$ cat src/sv/swag_pkg.sv
// Shared types and constants for the spectrum window average gate.
`default_nettype none

package swag_pkg;

  localparam int BIN_FW      = 6;
  localparam int MAG_W       = 32;
  localparam int LEVEL_W     = 8;
  localparam int AVG_SHIFT   = 3;
  localparam int LEVEL_SHIFT = 14;
  localparam int IN_DATA_W   = 40;
  localparam int IN_USER_W   = 2;
  localparam int OUT_DATA_W  = 16;
  localparam int OUT_PAD_W   = OUT_DATA_W - BIN_FW - LEVEL_W;

  typedef enum logic {
    OP_STORE   = 1'b0,
    OP_AVERAGE = 1'b1
  } op_e;

  typedef enum logic [4:0] {
    ST_CLEAR  = 5'b00001,
    ST_IDLE   = 5'b00010,
    ST_READ   = 5'b00100,
    ST_DRAIN  = 5'b01000,
    ST_FINISH = 5'b10000
  } state_e;

  typedef struct packed {
    logic fr_we;
    logic fr_re;
    logic nf_we;
    logic acc_clr;
    logic acc_add;
    logic out_load;
  } ctl_t;

endpackage

`default_nettype wire

$ cat src/sv/swag_acc.sv
// Shared accumulator, noise floor compare and result register.
`default_nettype none

module swag_acc (
  input  wire logic                          clk_i,
  input  wire logic                          rst_ni,
  input  wire swag_pkg::ctl_t                ctl_i,
  input  wire logic [swag_pkg::MAG_W-1:0]    fr_rdata_i,
  input  wire logic [swag_pkg::MAG_W-1:0]    nf_rdata_i,
  input  wire logic [swag_pkg::BIN_FW-1:0]   bin_i,
  input  wire logic                          out_ready_i,
  output logic [swag_pkg::MAG_W-1:0]         avg_o,
  output logic                               out_valid_o,
  output logic [swag_pkg::BIN_FW-1:0]        out_bin_o,
  output logic [swag_pkg::LEVEL_W-1:0]       level_o
);

  logic [swag_pkg::MAG_W-1:0]  sum_q, sum_d;
  logic [swag_pkg::LEVEL_W-1:0] level_d;
  logic                        out_valid_q, out_valid_d;
  logic [swag_pkg::BIN_FW-1:0]  out_bin_q;
  logic [swag_pkg::LEVEL_W-1:0] level_q;

  always_comb begin
    sum_d = sum_q;
    if (ctl_i.acc_clr) begin
      sum_d = '0;
    end else if (ctl_i.acc_add) begin
      sum_d = sum_q + fr_rdata_i;
    end
  end

  assign avg_o = sum_q >> swag_pkg::AVG_SHIFT;

  // An average equal to the floor is gated to zero.
  always_comb begin
    level_d = '0;
    if (avg_o > nf_rdata_i) begin
      level_d = avg_o[swag_pkg::LEVEL_SHIFT +: swag_pkg::LEVEL_W];
    end
  end

  always_comb begin
    out_valid_d = out_valid_q;
    if (ctl_i.out_load) begin
      out_valid_d = 1'b1;
    end else if (out_ready_i) begin
      out_valid_d = 1'b0;
    end
  end

  always_ff @(posedge clk_i or negedge rst_ni) begin
    if (!rst_ni) begin
      out_valid_q <= 1'b0;
    end else begin
      out_valid_q <= out_valid_d;
    end
  end

  always_ff @(posedge clk_i) begin
    sum_q <= sum_d;
    if (ctl_i.out_load) begin
      out_bin_q <= bin_i;
      level_q   <= level_d;
    end
  end

  assign out_valid_o = out_valid_q;
  assign out_bin_o   = out_bin_q;
  assign level_o     = level_q;

endmodule

`default_nettype wire

$ cat config.mk
export PLATFORM = sky130hd
export DESIGN_NAME = swag_acc
export DESIGN_NICKNAME = d
export VERILOG_FILES = /design/src/sv/swag_pkg.sv /design/src/sv/swag_acc.sv
export SDC_FILE = /design/constraint.sdc
export NUM_CORES = 1
export LEC_CHECK = 0
export BUFFER_PORTS_ARGS = -buffer_cell sky130_fd_sc_hd__buf_2
export CAP_MARGIN = 20
export CORE_ASPECT_RATIO = 0.75
export CORE_MARGIN = 8
export CORE_UTILIZATION = 30
export CTS_BUF_LIST = sky130_fd_sc_hd__clkbuf_8
export DETAILED_ROUTE_END_ITERATION = 7
export GPL_ROUTABILITY_DRIVEN = 0
export GPL_TIMING_DRIVEN = 1
export PLACE_DENSITY_LB_ADDON = 0.3
export SYNTH_ARGS = -nofsm -noshare
export SYNTH_HDL_FRONTEND = slang
export SYNTH_SLANG_ARGS = --single-unit
$ cat constraint.sdc
create_clock -name clk_i -period 8.3 [get_ports clk_i]
set_input_delay 0.83 -clock clk_i [delete_from_list [all_inputs] [get_ports clk_i]]
set_output_delay 0.83 -clock clk_i [all_outputs]
set_load 0.02 [all_outputs]
# Yosys cells after proc, flatten, opt, wreduce, memory -nomap -nowiden
# Cells that the tools add are included.
[totals]
n_memories = 0
ff_bits = 47
elab_cells = 9
out_inout_bits = 47
latch_bits = 0
romBits = 0
input_bits = 79
ram_bits = 0
[classes]
multipliers = 0
n_reduce_logical = 1
n_mux = 2
add_sub_neg = 1
div = 0
magnitude_cmp = 1
n_bitwise = 0
shift = 0
eq_ne = 0
[ops]
columns = ["op", "count"]
rows = [
  ["32-bit adder", 1],
  ["29-bit by 32-bit greater-than comparator with 1-bit output", 1],
  ["1-bit two-way mux", 2],
  ["2-bit nonzero test", 1],
]

# Longest topological paths before layout
[logic_depth]
word_depth = 2
ltp_mapped = 10
mapped_depth_nobuf = 10

# Worst setup path before layout
# OpenSTA, ideal clock, no wires.
[synth_path]
kind = "in2reg"
start = "input fr_rdata_i[0] in the netlist's numbering"
end = "register sum_q[28] in the netlist's numbering"
arrival_time_ns = 3.237
required_time_ns = 8.183
path_buffers = 0
path_slack_ns = 4.946
stages = 10
setup_ns = 0.117
cell_sequence = "ha_1 > fa_1 > a21o_2 > a221o_1 > a41oi_2 > o211ai_2 > a31oi_4 > a21oi_2 > or3_1 > a32o_1"
[synth_between]
elab_chain_cells = 1
[synth_lines]
columns = ["element", "line_no", "text"]
rows = [
  ["start: declaration", "swag_acc.sv:8", "input wire logic [swag_pkg::MAG_W-1:0] fr_rdata_i,"],
  ["32-bit adder", "swag_acc.sv:29", "sum_d = sum_q + fr_rdata_i;"],
  ["end signal: assignment", "swag_acc.sv:61", "sum_q <= sum_d;"],
  ["end: declaration", "swag_acc.sv:18", "logic [swag_pkg::MAG_W-1:0] sum_q, sum_d;"],
]
# Every way passes these cells.
# A chain may end at the register's enable or synchronous reset.

# Worst setup path after layout
# Ends and elaborated chain as after synthesis.

==> impl_summary.md <==
Outcome
The flow ran to the end, and the final reports show no timing, DRC or antenna violations.

Placed design
After legalization and detailed placement, the total HPWL measured 9970 µm. The number of buffers inserted by port buffering is 119. The number of cells in the design after placement is 760.

Job
The max-cap violation count is 0.

Layout
The net count of the finished layout is 732. The most frequent standard cell in the layout excluding fill and tap cells is sky130_fd_sc_hd__buf_2. Leaving out fill and tap cells, the most frequent cells in the layout are sky130_fd_sc_hd__buf_2, sky130_fd_sc_hd__ha_1, sky130_fd_sc_hd__inv_1, sky130_fd_sc_hd__a21oi_1, sky130_fd_sc_hd__nand2_1. The number of antenna cells inserted is 0. Leaving out filler cells and counting taps, the final layout contains 768.

The layout overhead on the synthesized area is 15.0%. After filler insertion, the fill cell instance count of the layout stands at 1,458. The layout cell share with drive strength beyond 1 is 23.1%.

Setup path
Among cell families on the critical path, the largest total delay comes from compound AO/OA/AOI/OAI gates. Counting cells, the worst reg-to-reg path comes to 10. STA classifies the critical path startpoint as an input pin. The worst reg-to-reg setup slack is 5.19 ns.

In this run the worst path has a maximum fanout of 4. The critical path goes through buf_2, ha_1, fa_1, a21o_2, a221o_1, a41oi_2, o211ai_2, a31oi_4, a21oi_2, or3_1, a32o_1. The worst setup path is captured at a flip-flop. The largest single stage delay on the critical path is 0.42 ns. The startpoint identified for the worst register-to-register timing path is sum_q[0]$_SDFFE_PP0P_. Among all stages on the critical path, the largest delay is contributed by sky130_fd_sc_hd__fa_1.

The number of buffer and inverter instances along the worst setup path is 1. The arrival time reported for the critical path endpoint is 3.62 ns. In this run the worst setup path begins at fr_rdata_i[0].

The critical path crosses 11 cells after its start point. The worst endpoint required time is 8.51 ns. The critical path is of the in2reg type. The endpoint of the most critical register-to-register path is sum_q[28]$_SDFFE_PP0P_.

The last element of the critical path is sum_q[28]$_SDFFE_PP0P_.

Clocking
The number of buffers inserted by hold repair at cts is 0. In this run the number of H-tree levels came out at 2. The clock transition at the registers of the reported paths is 0.10 ns. TritonCTS built the clock tree. Clock tree synthesis found a total of 47 sinks. No sink is reached through more buffers than the 2 on the longest clock path. Post-CTS repair changed the size of 0 cells. The worst-skew pair later-pin latency is 0.31 ns. The root buffer cell is sky130_fd_sc_hd__clkbuf_8. The number of setup buffers added after CTS is 0. Clock tree synthesis inserted a total of 5 buffers.

Floorplan
The floorplan has 37 rows. For this configuration, the core starts out at a cell density of 31.0%. The vertical die dimension is 119 µm.

From left edge to right edge, the die measures 154 µm. The standard cell core area is 13,800 µm². The die outline area is 18,300 µm². In this run the count of I/O pins placed on the die edge is 126.

Timing
The final hold violation count is 0. The count of pins over their slew limit is 0. Clock skew on the completed layout was measured at 0.0105 ns. The relative slew slack is 39.4%. Setup violations remaining at the end of the flow were counted as 0.

The maximum clock rate is 293 MHz. For the pin with the worst max-slew slack, the measured transition is 0.906 ns. Setup repair after global routing left no endpoint under its margin. In the finished design, the share of the clock period the worst path needs comes to 41.1%.

The post-route minimum period is 3.41 ns. Setup total negative slack on the finished layout was measured at 0 ns.

Global route
In the global route stage, overall resource usage came out at 13.0%. The number of global-route vias before repair is 3,886. After global routing the overflow that remains totals 0. The initial antenna violation count is 0. The first global-routing pass estimated 19,700 µm of wire. The maximum number of pins on one net before global-route repair is 28.

Logic synthesis
The part of the Yosys area used for sequential elements is 25.4%. After synthesis the cells add up to 4270 µm². The share of synthesized registers carrying an async set or reset is 2.13%.

After synthesis the netlist holds a flip-flop and latch count of 47. Yosys mapped the design onto 58 distinct sky130hd cell types. Counting every instance in the synthesized netlist gives 510. In this run, synthesis inferred 14 flip-flops with an integrated enable.

The number of warnings printed during yosys synthesis is 0. The most used flip-flop cell after synthesis is sky130_fd_sc_hd__dfxtp_1. Averaged over all synthesized cells, the footprint is 8.37 µm².

Pwr
The worst voltage drop across the vdd grid is 0.0661 mV. The total power after layout is 0.974 mW. In this run the static leakage power is 2.58 nW. The total power per unit cell area is 198 nW/µm².

Routing
After detailed routing, the number of remaining DRC violations is 0. The detail route stage leaves a number of antenna-violating nets equal to 0. The detailed-router iteration count before antenna repair is 4. The vias per cell is 4.98.

In this run, the number of DRC markers left after iteration 0 of detailed routing was 174. The routed layout has 3,821 vias. The average wire length per cell after detail routing is 15.6 µm. The total detailed-routing wirelength is 12,000 µm.

Min path
The worst hold path belongs to the class in2async.
[state kept, by name (all words and copies together), names as in the netlist]
name	cells
sum_q	32
out_valid_o	1
level_o	8
out_bin_o	6
[cell usage after synthesis (14+ instances only)]
cell type / n / area share, %
sky130_fd_sc_hd__a21o_1: 28 / 4.9
sky130_fd_sc_hd__nand2_1: 40 / 3.5
sky130_fd_sc_hd__a21oi_1: 40 / 4.7
sky130_fd_sc_hd__dfxtp_1: 32 / 15
sky130_fd_sc_hd__ha_1: 60 / 18
sky130_fd_sc_hd__edfxtp_1: 14 / 9.8
sky130_fd_sc_hd__xnor2_1: 15 / 3.1
sky130_fd_sc_hd__o21ai_0: 28 / 3.3
sky130_fd_sc_hd__buf_4: 32 / 5.6
sky130_fd_sc_hd__inv_1: 40 / 3.5
sky130_fd_sc_hd__nor2_1: 39 / 3.4
sky130_fd_sc_hd__mux2i_1: 15 / 3.5
[power breakdown]
group / switching [mW] / leakage (nW) / internal [mW]
Combinational: 0.268 / 2.09 / 0.189
Clock: 0.0884 / 0.0703 / 0.122
Sequential: 0.0381 / 0.416 / 0.268
Total: 0.395 / 2.58 / 0.579
[final cells by class]
type                       instances  area, µm²  share of cell area (%)
clock inverter                     3       71.3                    1.45
timing repair buffer             119        596                    12.1
clock buffer                       5       68.8                    1.40
tap                              175        219                    4.46
sequential                        47       1090                    22.1
inverter                          40        150                    3.06
multi-input combinational        379       2720                    55.4
[worst min-delay path by stage]
stage	start	endpoint	slack, ns	cells past startpoint
global placement	out_valid_o$_DFFE_PN0P_	out_valid_o$_DFFE_PN0P_	0.46	1
global route	rst_ni	out_valid_o$_DFFE_PN0P_	0.25	1
finish	rst_ni	out_valid_o$_DFFE_PN0P_	0.27	1
floorplan	sum_q[0]$_SDFFE_PP0P_	sum_q[0]$_SDFFE_PP0P_	0.46	2
detailed placement	out_valid_o$_DFFE_PN0P_	out_valid_o$_DFFE_PN0P_	0.47	1
CTS	rst_ni	out_valid_o$_DFFE_PN0P_	0.25	1
[logic make-up after synthesis]
group           Yosys count  share of synthesized area (%)
buf+inv                  86                           11.0
compound gates          144                           22.5
xor+xnor                 21                           4.31
simple gates            135                           15.1
flops                    47                           25.4
other cells               1                         0.0878
mux                      15                           3.52
fa+ha+maj                61                           18.0
[per-layer routing]
layer	vias up	routed length (µm)	global-route usage, %
li1	1964	-	-
met1	1739	6070	18.1
met2	112	4970	19.7
met3	6	838	3.40
met4	0	103	3.24
met5	-	0	0
[through the flow]
step                      instance area, µm²  setup slack (ns)  util, %  hold slack, ns
after detailed placement                4770              4.59     34.6           0.469
after global routing                    4910              4.79     35.6           0.246
after CTS                               4910              4.91     35.6           0.254
after floorplan                         4280              4.95        -           0.465
final                                   4910              4.89     35.6           0.271
after global placement                  4770              4.61     34.6           0.458
No activity file was read; power rests on OpenSTA's default activity.
