`config.mk`:
```
export PLATFORM = sky130hd
export DESIGN_NAME = swag_ctrl
export DESIGN_NICKNAME = d
export VERILOG_FILES = /design/src/sv/swag_pkg.sv /design/src/sv/swag_ctrl.sv
export SDC_FILE = /design/constraint.sdc
export NUM_CORES = 1
export LEC_CHECK = 0
export ABC_CLOCK_PERIOD_IN_PS = 2400
export BUFFER_PORTS_ARGS = -buffer_cell sky130_fd_sc_hd__clkbuf_2
export CAP_MARGIN = 40
export CELL_PAD_IN_SITES_DETAIL_PLACEMENT = 0
export CELL_PAD_IN_SITES_GLOBAL_PLACEMENT = 1
export CORE_MARGIN = 2
export CORE_UTILIZATION = 29
export DETAILED_ROUTE_END_ITERATION = 16
export GPL_ROUTABILITY_DRIVEN = 1
export GPL_TIMING_DRIVEN = 1
export PLACE_DENSITY_LB_ADDON = 0.1
export SETUP_SLACK_MARGIN = 0.02
export SLEW_MARGIN = 20
export SYNTH_ARGS = -nofsm -noshare
export SYNTH_HDL_FRONTEND = slang
export SYNTH_SLANG_ARGS = --single-unit
```
`constraint.sdc`:
```
create_clock -name clk_i -period 2.4 [get_ports clk_i]
set_input_delay 0.12 -clock clk_i [delete_from_list [all_inputs] [get_ports clk_i]]
set_output_delay 0.12 -clock clk_i [all_outputs]
set_load 0.01 [all_outputs]
```
`src/sv/swag_pkg.sv`:
```
// Shared types and constants for the spectrum window average gate.
`default_nettype none

package swag_pkg;

  localparam int BIN_FW      = 6;
  localparam int MAG_W       = 32;
  localparam int LEVEL_W     = 8;
  localparam int AVG_SHIFT   = 3;
  localparam int LEVEL_SHIFT = 14;
  localparam int IN_DATA_W   = 40;
  localparam int IN_USER_W   = 2;
  localparam int OUT_DATA_W  = 16;
  localparam int OUT_PAD_W   = OUT_DATA_W - BIN_FW - LEVEL_W;

  typedef enum logic {
    OP_STORE   = 1'b0,
    OP_AVERAGE = 1'b1
  } op_e;

  typedef enum logic [4:0] {
    ST_CLEAR  = 5'b00001,
    ST_IDLE   = 5'b00010,
    ST_READ   = 5'b00100,
    ST_DRAIN  = 5'b01000,
    ST_FINISH = 5'b10000
  } state_e;

  typedef struct packed {
    logic fr_we;
    logic fr_re;
    logic nf_we;
    logic acc_clr;
    logic acc_add;
    logic out_load;
  } ctl_t;

endpackage

`default_nettype wire

```
`src/sv/swag_ctrl.sv`:
```
// Sequencer for the clearing sweep, store writes and per-bin average reads.
`default_nettype none

module swag_ctrl #(
  parameter int BINS = 64,
  parameter int FRAMES = 8,
  localparam int DEPTH = BINS * FRAMES,
  localparam int ADDR_W = $clog2(DEPTH),
  localparam int BIN_W = $clog2(BINS)
) (
  input  wire logic                         clk_i,
  input  wire logic                         rst_ni,
  input  wire logic                         in_valid_i,
  output logic                              in_ready_o,
  input  wire logic                         op_i,
  input  wire logic [swag_pkg::BIN_FW-1:0]  bin_i,
  input  wire logic [swag_pkg::MAG_W-1:0]   mag_i,
  input  wire logic                         noise_i,
  input  wire logic                         out_busy_i,
  input  wire logic [swag_pkg::MAG_W-1:0]   avg_i,
  output swag_pkg::ctl_t                    ctl_o,
  output logic [ADDR_W-1:0]                 fr_waddr_o,
  output logic [swag_pkg::MAG_W-1:0]        fr_wdata_o,
  output logic [ADDR_W-1:0]                 fr_raddr_o,
  output logic [BIN_W-1:0]                  nf_waddr_o,
  output logic [swag_pkg::MAG_W-1:0]        nf_wdata_o,
  output logic [BIN_W-1:0]                  nf_raddr_o,
  output logic [swag_pkg::BIN_FW-1:0]       bin_o
);

  localparam int CNT_W = $clog2(FRAMES);
  localparam int CMP_W = ((BIN_W > swag_pkg::BIN_FW) ? BIN_W : swag_pkg::BIN_FW) + 1;
  localparam int LAST_BASE = (FRAMES - 1) * BINS;

  swag_pkg::state_e state_q, state_d;
  logic [ADDR_W-1:0]          clr_q, clr_d;
  logic [ADDR_W-1:0]          base_q, base_d;
  logic [ADDR_W-1:0]          rd_addr_q, rd_addr_d;
  logic [CNT_W-1:0]           cnt_q, cnt_d;
  logic                       rd_vld_q;
  logic [swag_pkg::BIN_FW-1:0] bin_q;
  logic                       noise_q;
  logic                       accept;
  logic                       in_range;
  logic                       last_bin;
  logic                       is_avg;
  logic [BIN_W-1:0]           bin_a;

  assign accept   = in_valid_i && (state_q == swag_pkg::ST_IDLE);
  assign in_range = CMP_W'(bin_i) < CMP_W'(BINS);
  assign last_bin = CMP_W'(bin_i) == CMP_W'(BINS - 1);
  assign is_avg   = (swag_pkg::op_e'(op_i) == swag_pkg::OP_AVERAGE);
  assign bin_a    = BIN_W'(bin_i);

  always_comb begin
    state_d   = state_q;
    clr_d     = clr_q;
    base_d    = base_q;
    rd_addr_d = rd_addr_q;
    cnt_d     = cnt_q;
    ctl_o     = '0;
    ctl_o.acc_clr = accept;
    ctl_o.acc_add = rd_vld_q;
    case (state_q)
      swag_pkg::ST_CLEAR: begin
        ctl_o.fr_we = 1'b1;
        ctl_o.nf_we = clr_q < ADDR_W'(BINS);
        clr_d = clr_q + 1'b1;
        if (clr_q == ADDR_W'(DEPTH - 1)) begin
          state_d = swag_pkg::ST_IDLE;
        end
      end
      swag_pkg::ST_IDLE: begin
        if (accept && in_range) begin
          if (is_avg) begin
            rd_addr_d = ADDR_W'(bin_a);
            cnt_d     = '0;
            state_d   = swag_pkg::ST_READ;
          end else begin
            ctl_o.fr_we = 1'b1;
            if (last_bin) begin
              if (base_q == ADDR_W'(LAST_BASE)) begin
                base_d = '0;
              end else begin
                base_d = base_q + ADDR_W'(BINS);
              end
            end
          end
        end
      end
      swag_pkg::ST_READ: begin
        ctl_o.fr_re = 1'b1;
        rd_addr_d   = rd_addr_q + ADDR_W'(BINS);
        cnt_d       = cnt_q + 1'b1;
        if (cnt_q == CNT_W'(FRAMES - 1)) begin
          state_d = swag_pkg::ST_DRAIN;
        end
      end
      swag_pkg::ST_DRAIN: begin
        state_d = swag_pkg::ST_FINISH;
      end
      swag_pkg::ST_FINISH: begin
        if (noise_q) begin
          ctl_o.nf_we = 1'b1;
          state_d = swag_pkg::ST_IDLE;
        end else if (!out_busy_i) begin
          ctl_o.out_load = 1'b1;
          state_d = swag_pkg::ST_IDLE;
        end
      end
      default: begin
        state_d = swag_pkg::ST_IDLE;
      end
    endcase
  end

  always_ff @(posedge clk_i or negedge rst_ni) begin
    if (!rst_ni) begin
      state_q  <= swag_pkg::ST_CLEAR;
      clr_q    <= '0;
      base_q   <= '0;
      cnt_q    <= '0;
      rd_vld_q <= 1'b0;
    end else begin
      state_q  <= state_d;
      clr_q    <= clr_d;
      base_q   <= base_d;
      cnt_q    <= cnt_d;
      rd_vld_q <= ctl_o.fr_re;
    end
  end

  always_ff @(posedge clk_i) begin
    rd_addr_q <= rd_addr_d;
    if (accept) begin
      bin_q   <= bin_i;
      noise_q <= noise_i;
    end
  end

  assign in_ready_o = (state_q == swag_pkg::ST_IDLE);
  assign fr_waddr_o = (state_q == swag_pkg::ST_CLEAR) ? clr_q : (base_q + ADDR_W'(bin_a));
  assign fr_wdata_o = (state_q == swag_pkg::ST_CLEAR) ? '0 : mag_i;
  assign fr_raddr_o = rd_addr_q;
  assign nf_waddr_o = (state_q == swag_pkg::ST_CLEAR) ? BIN_W'(clr_q) : BIN_W'(bin_q);
  assign nf_wdata_o = (state_q == swag_pkg::ST_CLEAR) ? '0 : avg_i;
  assign nf_raddr_o = BIN_W'(bin_q);
  assign bin_o      = bin_q;

endmodule

`default_nettype wire

```
=== Yosys cells after proc, flatten, opt, wreduce, memory -nomap -nowiden ===
Index checks and enable logic that the tools add are counted.

* Reduce and logical (&&, ||, !) cells: 5
* Equal/unequal tests: 14
* $add $sub $neg: 5
* Bitwise operators: 1
* Muxes and demuxes: 27
* Magnitude comparators: 1

{| class="wikitable"
|+ Operators with widths
! cell !! count
|-
| 32-bit two-way mux || 2
|-
| 9-bit two-way mux || 4
|-
| 5-bit two-way mux || 6
|-
| 5-bit case mux with 5 select lines || 1
|-
| 9-bit by 7-bit adder with 9-bit output (second input constant) || 2
|-
| 9-bit == test (second input constant) || 2
|-
| 9-bit case mux with 2 select lines || 1
|-
| 9-bit by 1-bit adder with 9-bit output (second input constant) || 1
|-
| 9-bit by 6-bit adder with 9-bit output || 1
|-
| 9-bit by 7-bit < comparator with 1-bit output (second input constant) || 1
|-
| 1-bit two-way mux || 7
|-
| 6-bit == test (second input constant) || 1
|-
| 3-bit two-way mux || 2
|-
| 6-bit two-way mux || 1
|-
| 3-bit case mux with 2 select lines || 1
|-
| 5-bit by 1-bit == test with 1-bit output (second input constant) || 1
|-
| 5-bit by 2-bit == test with 1-bit output (second input constant) || 1
|-
| 5-bit by 3-bit == test with 1-bit output (second input constant) || 1
|-
| 5-bit by 4-bit == test with 1-bit output (second input constant) || 1
|-
| 5-bit == test (second input constant) || 1
|-
| 5-bit AND reduction || 1
|-
| 2-bit by 1-bit inequality test with 1-bit output (second input constant) || 2
|-
| 2-bit inequality test (second input constant) || 2
|-
| 1-bit case mux with 2 select lines || 2
|-
| other kinds (8) || 8
|}

* Logic and storage cells: 61
* Flip-flop bits (word level): 43
* Output and inout port bits: 107
* Input port bits: 76

=== Logic depth before layout (Yosys ltp) ===
Gate-level depths: netlist of run 1.

* Depth after elaboration: 4
* Depth in mapped cells: 7
* Gate-level depth less buffers: 6

=== Worst setup path after synthesis of run 1 ===
OpenSTA, ideal clock, no wires.

* Path type: register to output
* Start: reg state_q[0]
* End: out ctl_o[3] in the netlist's numbering
* Stages on the path, launching flop included: 5
* Slack: 0.863 ns
* Required time: 2.280 ns
* Buffers on the path: 1
* Arrival: 1.417 ns
* Path through: dfstp_2 > nor4b_4 > nand2b_2 > buf_6 > o41ai_2

{| class="wikitable"
|+ RTL lines
! what !! line !! text
|-
| start: declaration || swag_ctrl.sv:35 || <nowiki>swag_pkg::state_e state_q, state_d;</nowiki>
|-
| start signal: assignment || swag_ctrl.sv:119 || <nowiki>state_q <= swag_pkg::ST_CLEAR;</nowiki>
|-
| start signal: assignment || swag_ctrl.sv:125 || <nowiki>state_q <= state_d;</nowiki>
|-
| end: declaration || swag_ctrl.sv:21 || <nowiki>output swag_pkg::ctl_t ctl_o,</nowiki>
|}

=== Final worst setup path of run 1 ===
* Start: reg state_q[3]
* End: out nf_wdata_o[8] in the netlist's numbering

* Cells in the longest elaborated chain, start to end: 2

{| class="wikitable"
|+ Ends and longest elaborated chain
! what !! line !! text
|-
| 5-bit by 1-bit == test with 1-bit output || swag_ctrl.sv:146 || <nowiki>assign nf_wdata_o = (state_q == swag_pkg::ST_CLEAR) ? '0 : avg_i;</nowiki>
|-
| 32-bit two-way mux || swag_ctrl.sv:146 ||
|-
| end: declaration || swag_ctrl.sv:26 || <nowiki>output logic [swag_pkg::MAG_W-1:0] nf_wdata_o,</nowiki>
|}

No other way between the ends.

==> results of run 1 <==
cell type report:
cell class              count  area [µm²]
inverters                   4       15.01
fillers                   808        4425
multi-input cells         190        1171
clock inverters             3       16.27
clock buffers               5       68.82
repair buffers            190       975.9
flip-flops and latches     37        1007
well taps                 102       127.6
timing repair:
item	in CTS	in global routing
endpoints found under the setup margin	0	64
endpoints found under the hold margin	21	0
setup buffers	0	2
hold buffers	2	0
logic make-up (layout without fill, tap and decap cells):
logic type	after synthesis	count (layout)
DFF	37	37
and+or+nand+nor	159	159
adders and majority gates	7	7
buffers and inverters	25	202
AOI/OAI and AO/OA	10	10
xor gates and xnor gates	9	9
muxes	5	5
cell usage in the layout, fill, tap and decap left out, drive strengths merged, types with 2 or more instances in the layout:
cell type,instances
a22o,2
and2,72
and3,2
buf,6
clkbuf,187
clkinv,2
dfrtp,20
dlygate4sd3,2
edfxtp,16
ha,7
inv,5
mux2,4
nand2,52
nand3,4
nand4,6
nor2,12
nor2b,5
nor3,2
o21ai,6
xnor2,6
xor2,3
flip-flops by register name (all words and copies together), names as in the netlist:
| signal | flops |
|---|---|
| base_q | 3 |
| noise_q | 1 |
| cnt_q | 3 |
| bin_o | 6 |
| state_q | 5 |
| fr_raddr_o | 9 |
| rd_vld_q | 1 |
| clr_q | 9 |
power by group through the flow:
stage | combinational, W | sequential [W] | clock, W
6_report | 0.000618 | 0.000840 | 0.000433
3_3_place_gp | 0.000630 | 0.000848 | 0
3_5_place_dp | 0.000628 | 0.000855 | 0
2_1_floorplan | 0.000374 | 0.000863 | 0
4_1_cts | 0.000633 | 0.000841 | 0.000444
5_1_grt | 0.000695 | 0.000853 | 0.000470
how the worst max path moves through the flow:
| stage | start | to | cells after the start |
|---|---|---|---|
| 2_1_floorplan | state_q[0]$_DFFE_PN1P_ | ctl_o[3] | 4 |
| 3_3_place_gp | state_q[1]$_DFFE_PN0P_ | fr_waddr_o[1] | 6 |
| 3_5_place_dp | state_q[1]$_DFFE_PN0P_ | fr_wdata_o[18] | 5 |
| 4_1_cts | state_q[1]$_DFFE_PN0P_ | fr_wdata_o[22] | 5 |
| 5_1_grt | state_q[3]$_DFFE_PN0P_ | fr_wdata_o[28] | 5 |
| 6_report | state_q[3]$_DFFE_PN0P_ | nf_wdata_o[8] | 5 |
per-stage QoR:
stage	cells	setup WS [ns]
floorplan	252	0.8633
global placement	519	0.5098
detailed placement	519	0.4562
CTS	529	0.1442
global route	531	0.04258
finish	531	0.2315
routing by layer:
metal	global-route usage	part of all wire
met1	0.1790	0.40
met2	0.2589	0.52
met3	0.02889	0.069
met4	0.03261	0.0083
met5	0	0
==> run metrics, run 1 <==
mux cell area share after synthesis=0.02343; Area Overhead vs Synth=43.93%; Final nets=511; Worst Hold Depth=1; TritonRoute pass-1 iters=4; Startpoint Class=flop; Reg power frac=0.444; H-tree lvl count=2; CP max FO=66; final core utilization=0.4332; RSZ-0062 raised after global routing=no; Die Wd=94.02 µm; vias per cell=4.262; WP data arrival=2.05 ns; First DRT Iteration DRCs=50; Global Route Usage Sum=0.1447; layout cell share with drive strength beyond 1=0.4755; port bufs=182; simple-gate share of the synthesized area=0.3679; CP peak stage delay=0.47 ns; number of global-route vias before repair=2059; Highest Clock Rate=0.4612 GHz; I/O pin cnt=183; synthesized net count=335; Core Rows=32; Cell Chain, Critical Path=nor4b_4 > nand2b_2 > buf_4 > and2_1 > clkbuf_2; complex-gate fraction of the synthesized area=0.03621; number of synthesized flops with an enable pin=16; final slew viol count=0; largest net degree at the start of global routing=67; fin area=3382 µm²; Distinct cells, synth=29; Reg clk slew, reported paths=0.08 ns; Pleak=1.871 nW; YS warnings=0; Max-slew headroom=0.6277; Die ar.=8839 µm²; clk_skew=0.008481 ns; Internal=0.001248 W; Slew @ Worst Pin=0.5585 ns; worst hold path class=primary input to flop; R2R Setup Slk=0.56 ns; fin crit share=0.9035; worst-case reg-to-reg path depth=4; placer congestion estimate=0.7447; Max-Cap Viols=0; Clock Latency Late Sink=0.29 ns; Max stage delay cell, worst path=dfrtp_1; routed len/inst=12.47 µm; Post-Synthesis Cells=252; placed cell area=3262 µm²; main combinational cell family by area after synthesis=simple AND/OR/NAND/NOR gates; worst path bufs/invs=2; Gate power share=0.327; Mapped Area=2350 µm²; Root Driver=clkbuf_8; CTS max path bufs=2; Pwr Total=0.001891 W; cell family with most CP delay=simple AND/OR/NAND/NOR gates; Inserted Clock Buffers=5; vias=2263; post-layout min period=2.168 ns; count leader, synth=and2_1; final hold viol count=0; CTS tree=built; top post-synthesis cells by area=dfrtp_1 21%, edfxtp_1 20%, and2_1 19%, nand2_1 8.3%, ha_1 3.7%; post-synthesis xor/xnor area fraction=0.03355; n_diodes=0; # DRC=0; final WL=6621 µm; Min Hold Slack=0.05749 ns; status=finished, final reports clean; Final Setup Violations=0; number of cells upsized or downsized after cts=0; HPWL Detailed=5397 µm; Commonest cells post-synth=72 x and2_1, 52 x nand2_1, 20 x dfrtp_1; CP required=2.28 ns; hold path endpoint=bin_o[0]$_DFFE_PN_; top cell type's share of synthesized area=0.2130; Worst R2R Start=state_q[2]$_DFFE_PN0P_; Pwr Density=559.2 nW/µm²; CTS sink count=37; Worst setup EP type=output pin; Psw=0.0006435 W; crit path kind=flop to output pin; Switching Share=0.3403; Routed Antenna Nets=0; core area=7807 µm²; Max VDD drop=266.3 µV; Primary FF master, synth=dfrtp_1; Post-Syn Area per Cell=9.324 µm²; Initial Util=0.3010; sequential share of the synthesized area=0.4286; min-delay src=bin_i[0]; Setup Total Neg Slack=0 ns; initial antenna violation count=0; async set or reset register ratio after synthesis=0.5676; Synth Area in Adders=0.03727; number of synthesized register bits=37; Clock Power Share=0.229; global route total overflow=0; worst reg2reg endpoint=bin_o[5]$_DFFE_PN_; Die Y=94.02 µm; first-pass GRT wire length=10030 µm; post-synth top area cell=dfrtp_1
Note: power is estimated with default switching activity, not from simulation.
==> inputs of run 2 (changes only) <==
--- a/config.mk
+++ b/config.mk
@@ -5,13 +5,13 @@
 export SDC_FILE = /design/constraint.sdc
 export NUM_CORES = 1
 export LEC_CHECK = 0
-export ABC_CLOCK_PERIOD_IN_PS = 2400
+export ABC_CLOCK_PERIOD_IN_PS = 2100
 export BUFFER_PORTS_ARGS = -buffer_cell sky130_fd_sc_hd__clkbuf_2
 export CAP_MARGIN = 40
 export CELL_PAD_IN_SITES_DETAIL_PLACEMENT = 0
 export CELL_PAD_IN_SITES_GLOBAL_PLACEMENT = 1
 export CORE_MARGIN = 2
-export CORE_UTILIZATION = 29
+export CORE_UTILIZATION = 27
 export DETAILED_ROUTE_END_ITERATION = 16
 export GPL_ROUTABILITY_DRIVEN = 1
 export GPL_TIMING_DRIVEN = 1
==> constraint.sdc (replaced) <==
create_clock -name clk_i -period 2.1 [get_ports clk_i]
set_input_delay 0.105 -clock clk_i [delete_from_list [all_inputs] [get_ports clk_i]]
set_output_delay 0.105 -clock clk_i [all_outputs]
set_load 0.01 [all_outputs]
==> run metrics, run 2 (synthesis gave the netlist of run 1 again) <==
Max VDD drop=293.3 µV; Startpoint Class=flop; layout cell share with drive strength beyond 1=0.4860; final core utilization=0.4016; core area=8593 µm²; number of global-route vias before repair=2231; Routed Antenna Nets=0; Core Rows=34; Pwr Density=705.4 nW/µm²; final WL=6831 µm; placer congestion estimate=0.7533; crit path kind=flop to output pin; Min Hold Slack=0.04712 ns; RSZ-0062 raised after global routing=yes; Initial Util=0.2734; worst hold path class=primary input to flop; status=finished, final reports clean; I/O pin cnt=183; Global Route Usage Sum=0.1414; First DRT Iteration DRCs=60; TritonRoute pass-1 iters=5; Die Y=97.29 µm; largest net degree at the start of global routing=65; Inserted Clock Buffers=5; Pleak=1.895 nW; CTS sink count=37; final slew viol count=0; Worst setup EP type=output pin; routed len/inst=12.74 µm; global route total overflow=0; HPWL Detailed=5553 µm; n_diodes=0; CTS tree=built; CP max FO=64; Placed Cells=526; CP required=2.00 ns; clk_skew=0.01021 ns; post-layout min period=1.998 ns; # DRC=0; Post-Place Worst Slack=0.3240 ns; Area Overhead vs Synth=46.86%; WP data arrival=1.89 ns; initial antenna violation count=0; vias per cell=4.313; H-tree lvl count=2; fin worst setup slack=0.1023 ns; vias=2312; Clock Latency Late Sink=0.29 ns; placed cell area=3289 µm²; Slew @ Worst Pin=0.5508 ns; Reg clk slew, reported paths=0.08 ns; Max-slew headroom=0.6328; non-filler cells, final=536; Final Setup Violations=0; Max-Cap Viols=0; Die Wd=97.29 µm; Die ar.=9465 µm²; CTS max path bufs=2; Root Driver=clkbuf_8; fin area=3451 µm²; port bufs=182; fin crit share=0.9513; Final nets=510; most common cell after layout, fill and taps aside=clkbuf_2; Highest Clock Rate=0.5006 GHz; most frequent cells in the layout=182 x clkbuf_2, 72 x and2_1, 52 x nand2_1, 20 x dfrtp_1, 16 x edfxtp_1; first-pass GRT wire length=10850 µm; final hold viol count=0
run 2: power by group:
group / switching (W) / internal, W
Clock: 0.000283 / 0.000478
Sequential: 0.0000822 / 0.000878
Combinational: 0.000392 / 0.000321
run 2: final timing paths:
kind / cells after the start / start / endpoint / slack, ns
min: 1 / bin_i[1] / bin_o[1]$_DFFE_PN_ / 0.05
max reg2reg: 5 / state_q[0]$_DFFE_PN1P_ / state_q[1]$_DFFE_PN0P_ / 0.44
min in group asynchronous: 2 / rst_ni / rd_vld_q$_DFF_PN0_ / 0.32
max: 5 / state_q[0]$_DFFE_PN1P_ / nf_wdata_o[13] / 0.10
min reg2reg: 1 / clr_q[2]$_DFFE_PN0P_ / clr_q[2]$_DFFE_PN0P_ / 0.50
max in group asynchronous: 2 / rst_ni / state_q[0]$_DFFE_PN1P_ / 1.40
run 2: critical path: stages, from the launching register on:
cell	delay [ns]
dfstp_2	0.57
nor4b_4	0.26
nand2b_2	0.22
buf_12	0.23
and2_1	0.18
clkbuf_2	0.12
run 2: per-stage QoR:
stage                     setup TNS, ns  power (W)
after floorplan                       0   0.001414
after global placement                0   0.001692
after detailed placement              0   0.001691
after CTS                             0   0.002455
after global routing           -0.08654   0.002581
final                                 0   0.002434
run 2: what timing repair did:
action                                 4_1_cts  5_1_grt
setup endpoints to repair                    0       73
endpoints found under the hold margin       21        0
hold buffers                                 2        0
setup buffers                                0        0
gates resized for setup                      0        3
run 2: per-layer routing:
| metal | share of wire | track usage | wire length, µm |
|---|---|---|---|
| met5 | 0 | 0 | 0 |
| met4 | 0.016 | 0.04167 | 110 |
| met3 | 0.054 | 0.02662 | 371 |
| met2 | 0.50 | 0.2543 | 3445 |
| met1 | 0.42 | 0.1719 | 2903 |
run 2: area by class of cell:
| type | instances | area (µm²) |
|---|---|---|
| clock buffers | 5 | 68.82 |
| inverters | 4 | 15.01 |
| multi-input cells | 190 | 1175 |
| well taps | 108 | 135.1 |
| clock inverters | 3 | 68.82 |
| repair buffers | 189 | 980.9 |
| fillers | 902 | 5142 |
| flip-flops and latches | 37 | 1007 |
==> inputs of run 3 (changes only) <==
--- a/config.mk
+++ b/config.mk
@@ -5,7 +5,7 @@
 export SDC_FILE = /design/constraint.sdc
 export NUM_CORES = 1
 export LEC_CHECK = 0
-export ABC_CLOCK_PERIOD_IN_PS = 2100
+export ABC_CLOCK_PERIOD_IN_PS = 2150
 export BUFFER_PORTS_ARGS = -buffer_cell sky130_fd_sc_hd__clkbuf_2
 export CAP_MARGIN = 40
 export CELL_PAD_IN_SITES_DETAIL_PLACEMENT = 0
==> constraint.sdc (replaced) <==
create_clock -name clk_i -period 2.15 [get_ports clk_i]
set_input_delay 0.1075 -clock clk_i [delete_from_list [all_inputs] [get_ports clk_i]]
set_output_delay 0.1075 -clock clk_i [all_outputs]
set_load 0.01 [all_outputs]
==> run metrics, run 3 (synthesis gave the netlist of run 1 again) <==
status=finished, final reports clean; Reg clk slew, reported paths=0.08 ns; worst-case reg-to-reg path depth=5; vias=2259; Global Route Usage Sum=0.1442; met1 GRT Util=0.1727; worst reg2reg endpoint=fr_raddr_o[8]$_SDFFCE_PN0P_; core area=8593 µm²; CP peak stage delay=0.57 ns; worst path bufs/invs=2; n_diodes=0; Inserted Clock Buffers=5; Die ar.=9465 µm²; routing usage on met2=0.2618; WP data arrival=1.87 ns; global route total overflow=0; Max VDD drop=260.5 µV; layout cell share with drive strength beyond 1=0.4824; # DRC=0; Clock Latency Late Sink=0.29 ns; hold path endpoint=bin_o[1]$_DFFE_PN_; Worst setup EP type=output pin; final WL=6880 µm; First DRT Iteration DRCs=47; Die Y=97.29 µm; vias per cell=4.222; number of global-route vias before repair=2191; I/O pin cnt=183; Die Wd=97.29 µm; Worst R2R Start=state_q[4]$_DFFE_PN0P_; Startpoint Class=flop; grt met3 use=0.03525; R2R Setup Slk=0.29 ns; Final Setup Violations=0; CTS max path bufs=2; cell family with most CP delay=simple AND/OR/NAND/NOR gates; RSZ-0062 raised after global routing=no; Max-Cap Viols=0; clk_skew=0.01184 ns; Highest Clock Rate=0.5060 GHz; CTS sink count=37; Initial Util=0.2734; fin crit share=0.9192; Cell Chain, Critical Path=nor4b_4 > nand2b_4 > buf_12 > and2_1 > clkbuf_2; final hold viol count=0; H-tree lvl count=2; CP required=2.04 ns; TritonRoute pass-1 iters=4; routed len/inst=12.86 µm; largest net degree at the start of global routing=57; most frequent cells in the layout=182 x clkbuf_2, 72 x and2_1, 52 x nand2_1, 20 x dfrtp_1, 16 x edfxtp_1; Slew @ Worst Pin=0.5398 ns; Final nets=509; Core Rows=34; Pleak=1.869 nW; most common cell after layout, fill and taps aside=clkbuf_2; port bufs=182; worst hold path class=primary input to flop; placer congestion estimate=0.7775; post-layout min period=1.976 ns; Max stage delay cell, worst path=dfstp_2; Area Overhead vs Synth=44.78%; Pwr Density=618.8 nW/µm²; CP max FO=56; gr busiest metal=met2; Root Driver=clkbuf_8; final slew viol count=0; initial antenna violation count=0; Setup Total Neg Slack=0 ns; HPWL Detailed=5688 µm; final core utilization=0.3959; min-delay src=bin_i[1]; Routed Antenna Nets=0; crit path kind=flop to output pin; CTS tree=built; first-pass GRT wire length=11110 µm; Max-slew headroom=0.6401; Worst Hold Depth=1
## run 3: through the flow
step / area [µm²] / std cells / power [W] / setup slack (ns) / hold slack (ns)
after detailed placement: 3282 / 525 / 0.001648 / 0.3147 / 0.1233
after global routing: 3402 / 535 / 0.002247 / 0.03475 / 0.04890
after CTS: 3388 / 535 / 0.002135 / 0.05162 / 0.03907
after floorplan: 2350 / 252 / 0.001381 / 0.6252 / -0.1881
after global placement: 3282 / 525 / 0.001646 / 0.3301 / 0.1207
final: 3402 / 535 / 0.002105 / 0.1737 / 0.04706
## run 3: how the worst max path moves through the flow
stage / slack [ns] / to / start / depth (start not counted)
finish: 0.17 / fr_wdata_o[27] / state_q[0]$_DFFE_PN1P_ / 5
global route: 0.03 / nf_wdata_o[22] / state_q[0]$_DFFE_PN1P_ / 5
CTS: 0.05 / ctl_o[2] / state_q[3]$_DFFE_PN0P_ / 5
detailed placement: 0.31 / fr_raddr_o[8]$_SDFFCE_PN0P_ / state_q[4]$_DFFE_PN0P_ / 5
global placement: 0.33 / fr_raddr_o[8]$_SDFFCE_PN0P_ / state_q[4]$_DFFE_PN0P_ / 5
floorplan: 0.63 / bin_o[0]$_DFFE_PN_ / state_q[2]$_DFFE_PN0P_ / 5
## run 3: repair_timing
action,CTS,global route
setup buffers,0,0
endpoints found under the hold margin,21,0
endpoints found under the setup margin,0,68
hold buffers,2,0
gates resized for setup,0,5
## run 3: layout make-up
cell class / count / area, µm²
Inverter: 4 / 15.01
Clock inverter: 3 / 17.52
Timing Repair Buffer: 188 / 973.4
Clock buffer: 5 / 68.82
Sequential cell: 37 / 1007
Tap cell: 108 / 135.1
Fill cell: 934 / 5191
Multi-Input combinational cell: 190 / 1185
## run 3: per-layer routing
layer | wire [µm] | up-vias
met3 | 471 | 2
met1 | 2806 | 1008
li1 | - | 1157
met4 | 34 | 0
met2 | 3567 | 92
met5 | 0 | -
## run 3: power breakdown
part           leakage [nW]  internal [W]  switching [W]
logic                  1.39      0.000308       0.000381
registers             0.434      0.000858      0.0000831
clock network        0.0455      0.000224       0.000251
